$ cat src/rtl/acs_ram.sv
`timescale 1ns / 1ps
module acs_ram #(
	parameter int WIDTH = 128,
	parameter int DEPTH = 11
) (
	input  logic                     clk,
	input  logic                     we,
	input  logic [$clog2(DEPTH)-1:0] waddr,
	input  logic [WIDTH-1:0]         wdata,
	input  logic [$clog2(DEPTH)-1:0] raddr,
	output logic [WIDTH-1:0]         rdata
);
	logic [WIDTH-1:0] mem_q [DEPTH];

	always_ff @(posedge clk) begin
		if (we) begin
			mem_q[waddr] <= wdata;
		end
		rdata <= mem_q[raddr];
	end
endmodule

$ cat config.mk
export PLATFORM = sky130hd
export DESIGN_NAME = acs_ram
export DESIGN_NICKNAME = d
export VERILOG_FILES = /design/src/rtl/acs_ram.sv
export SDC_FILE = /design/constraint.sdc
export NUM_CORES = 1
export LEC_CHECK = 0
export BUFFER_PORTS_ARGS = -buffer_cell sky130_fd_sc_hd__buf_4
export CELL_PAD_IN_SITES_DETAIL_PLACEMENT = 0
export CELL_PAD_IN_SITES_GLOBAL_PLACEMENT = 1
export CORE_MARGIN = 2
export CORE_UTILIZATION = 24
export CTS_BUF_LIST = sky130_fd_sc_hd__clkbuf_8
export DETAILED_ROUTE_END_ITERATION = 8
export GPL_TIMING_DRIVEN = 0
export PLACE_DENSITY_LB_ADDON = 0.3
export SLEW_MARGIN = 0
export SYNTH_ARGS = -nofsm -noshare
export SYNTH_HDL_FRONTEND = slang
export SYNTH_SLANG_ARGS = --single-unit
$ cat constraint.sdc
create_clock -name clk -period 12.6 [get_ports clk]
set_input_delay 0.63 -clock clk [delete_from_list [all_inputs] [get_ports clk]]
set_output_delay 0.63 -clock clk [all_outputs]
set_load 0.02 [all_outputs]
==> results.txt <==
Outcome = finished clean
Maximum clock frequency = 344 MHz
Hold_buf cts = 131
WP data arrival = 3.58 ns
Largest area contributor in the netlist = edfxtp_1
Yosys warns = 0
Syn avg cell area = 19.0 sq um
Overall routing resource usage = 13.9%
Antenna violations before repair = 51
Clock sink total = 1536
Critical path peak fanout = 10
Largest net degree at the start of global routing = 26
Nets = 3951
Max-slew headroom = 5.35%
Layout cells sized above 1 = 30.0%
Final setup fails = 0
Worst slack, placed = 8.88 ns
RSZ-0062 raised after global routing = no
Most common cell after layout, fill and taps aside = edfxtp_1
RD Place Congestion = 0.697
Worst hold margin = 0.244 ns
Final Cycle Share = 23.1%
Core area = 0.238 sq mm
Dpl hpwl = 114000 microns
Synthesized flop and latch total = 1536
Post-CTS Repair Setup Buffers = 0
Clk root buf = clkbuf_8
Clock buffer count from CTS = 297
Post-Route Setup TNS = 0 ns
Crit path capture type = flop
DRT Pass-1 Iters = 5
M1 wire length = 78100 microns
Worst skew pair latency = 1.04 ns
Via count = 31100
DR WL/cell = 24.0 microns
Non-Filler Instances = 7201
Mapped Nets = 3159
Max Root-Sink Buffers = 4
Post-synth cell types = 20
Die X = 493 microns
Maximum vdd ir drop = 74.2 uV
Ports = 266
Post-Synthesis Cell Area = 0.0575 sq mm
Die Ht = 493 microns
Slack of the critical path = 9.69 ns
Vias in the first global route = 32100
Clock Pin Slew Worst Setup and Hold Paths = 0.06 ns
Port bufs = 262
Routed vias/inst = 4.32
Synth top area share = 73.6%
Drt total wl = 173000 microns
CTS tree = yes
Critical Path Start Type = input port
Power per standard cell area = 154 mW/mm^2
First-pass GRT wire length = 240000 microns
Synth area leaders = edfxtp_1 (74%), mux2_2 (7.5%), dfxtp_1 (4.5%), mux2i_1 (4.5%), a22o_1 (2.0%)
Inst Count DP = 6550
Tightest Pin Transition = 1.42 ns
Resize count post-CTS = 0
Leakage = 24.3 nW
Die ar. = 0.243 sq mm
DR iter-0 viols = 2275
Total power = 11.0 mW
Final ANT Viol Nets = 0
Met3 wire length = 10500 microns
Hold Crit Class = in -> reg
Synthesis-to-layout area growth = 24.8%
Final min period = 2.91 ns
Post-Syn Instances = 3021
Setup CP Type = in -> reg
Wire length on met2 = 79900 microns
Required @ worst endpoint = 13.28 ns
Clk_skew = 0.0952 ns
Endpoints failing hold = 0
Final Max Tran Viols = 0
DRC violations left = 0
Post-synthesis sequential area ratio = 78.0%
H-tree depth = 5
Max-cap violations = 0
Rows = 179
Grt ovf = 0
Most frequent cells in the layout = edfxtp_1 (1408), mux2_2 (384), clkbuf_8 (323)
Initial core utilization = 24.1%
Top sig layer = met5
## cells in the mapped netlist, drive strengths merged
master	instances
nand2	2
nand2b	131
o31ai	128
buf	91
nand3b	2
or3b	1
o22ai	128
mux2i	256
dfxtp	128
o211ai	128
clkbuf	93
mux2	384
nor3	3
nor2b	1
a22o	128
edfxtp	1408
nor2	9
## power by group
group	leakage, nW	total (mW)	switching, mW	internal [mW]
registers	13.8	5.74	0.0374	5.70
logic	7.47	0.763	0.472	0.291
clock network	3.06	4.52	2.10	2.42
total	24.3	11.0	2.61	8.41
## state kept, by name (all words and copies together), names as in the netlist
| name | cells |
|---|---|
| mem_q | 1408 |
| rdata | 128 |
## stage by stage
stage,utilization (%),cell area [sq um]
final,30.1,71700
after global routing,30.1,71700
after CTS,30.1,71700
after detailed placement,27.3,65000
after global placement,26.6,63400
after floorplan,-,57500
## worst paths after layout
path	start	to	slack (ns)	depth (start not counted)
setup / recovery	waddr[1]	mem_q[8][117]	9.69	11
hold / removal	raddr[3]	rdata[2]	0.24	3
hold reg to reg	mem_q[10][108]	rdata[108]	0.56	3
setup reg to reg	mem_q[3][65]	rdata[65]	10.61	3
## final cells by class
class	instances	area, sq um
Multi-Input combinational cell	1301	11700
Buffer	184	990
Sequential cell	1536	44800
Fill cell	23600	166000
Tap cell	3167	3960
Clock buffer	323	4450
Clock inverter	179	847
Antenna cell	18	45.0
Timing Repair Buffer	493	4850
## logic make-up (layout without fill, tap and decap cells)
logic type,count (synthesis),after routing,synth area share [%]
muxes,640,640,12.0
and+or+nand+nor,149,149,1.58
DFF,1536,1536,78.0
other,0,18,0
buffers and inverters,184,1179,1.71
AOI/OAI and AO/OA,512,512,6.69
## metal layers
metal / up-vias / track usage, %
met5: - / 0
li1: 13800 / -
met3: 318 / 3.32
met1: 15900 / 18.8
met4: 26 / 3.93
met2: 978 / 22.0
## worst max-delay path, cell delays in order
cell	delay, ns
dlygate4sd3_1	0.54
buf_4	0.16
nor3_2	0.78
buf_8	0.24
buf_6	0.15
buf_6	0.16
buf_6	0.15
buf_6	0.17
buf_6	0.18
buf_6	0.18
buf_6	0.19
No activity file was read; power rests on OpenSTA's default activity.
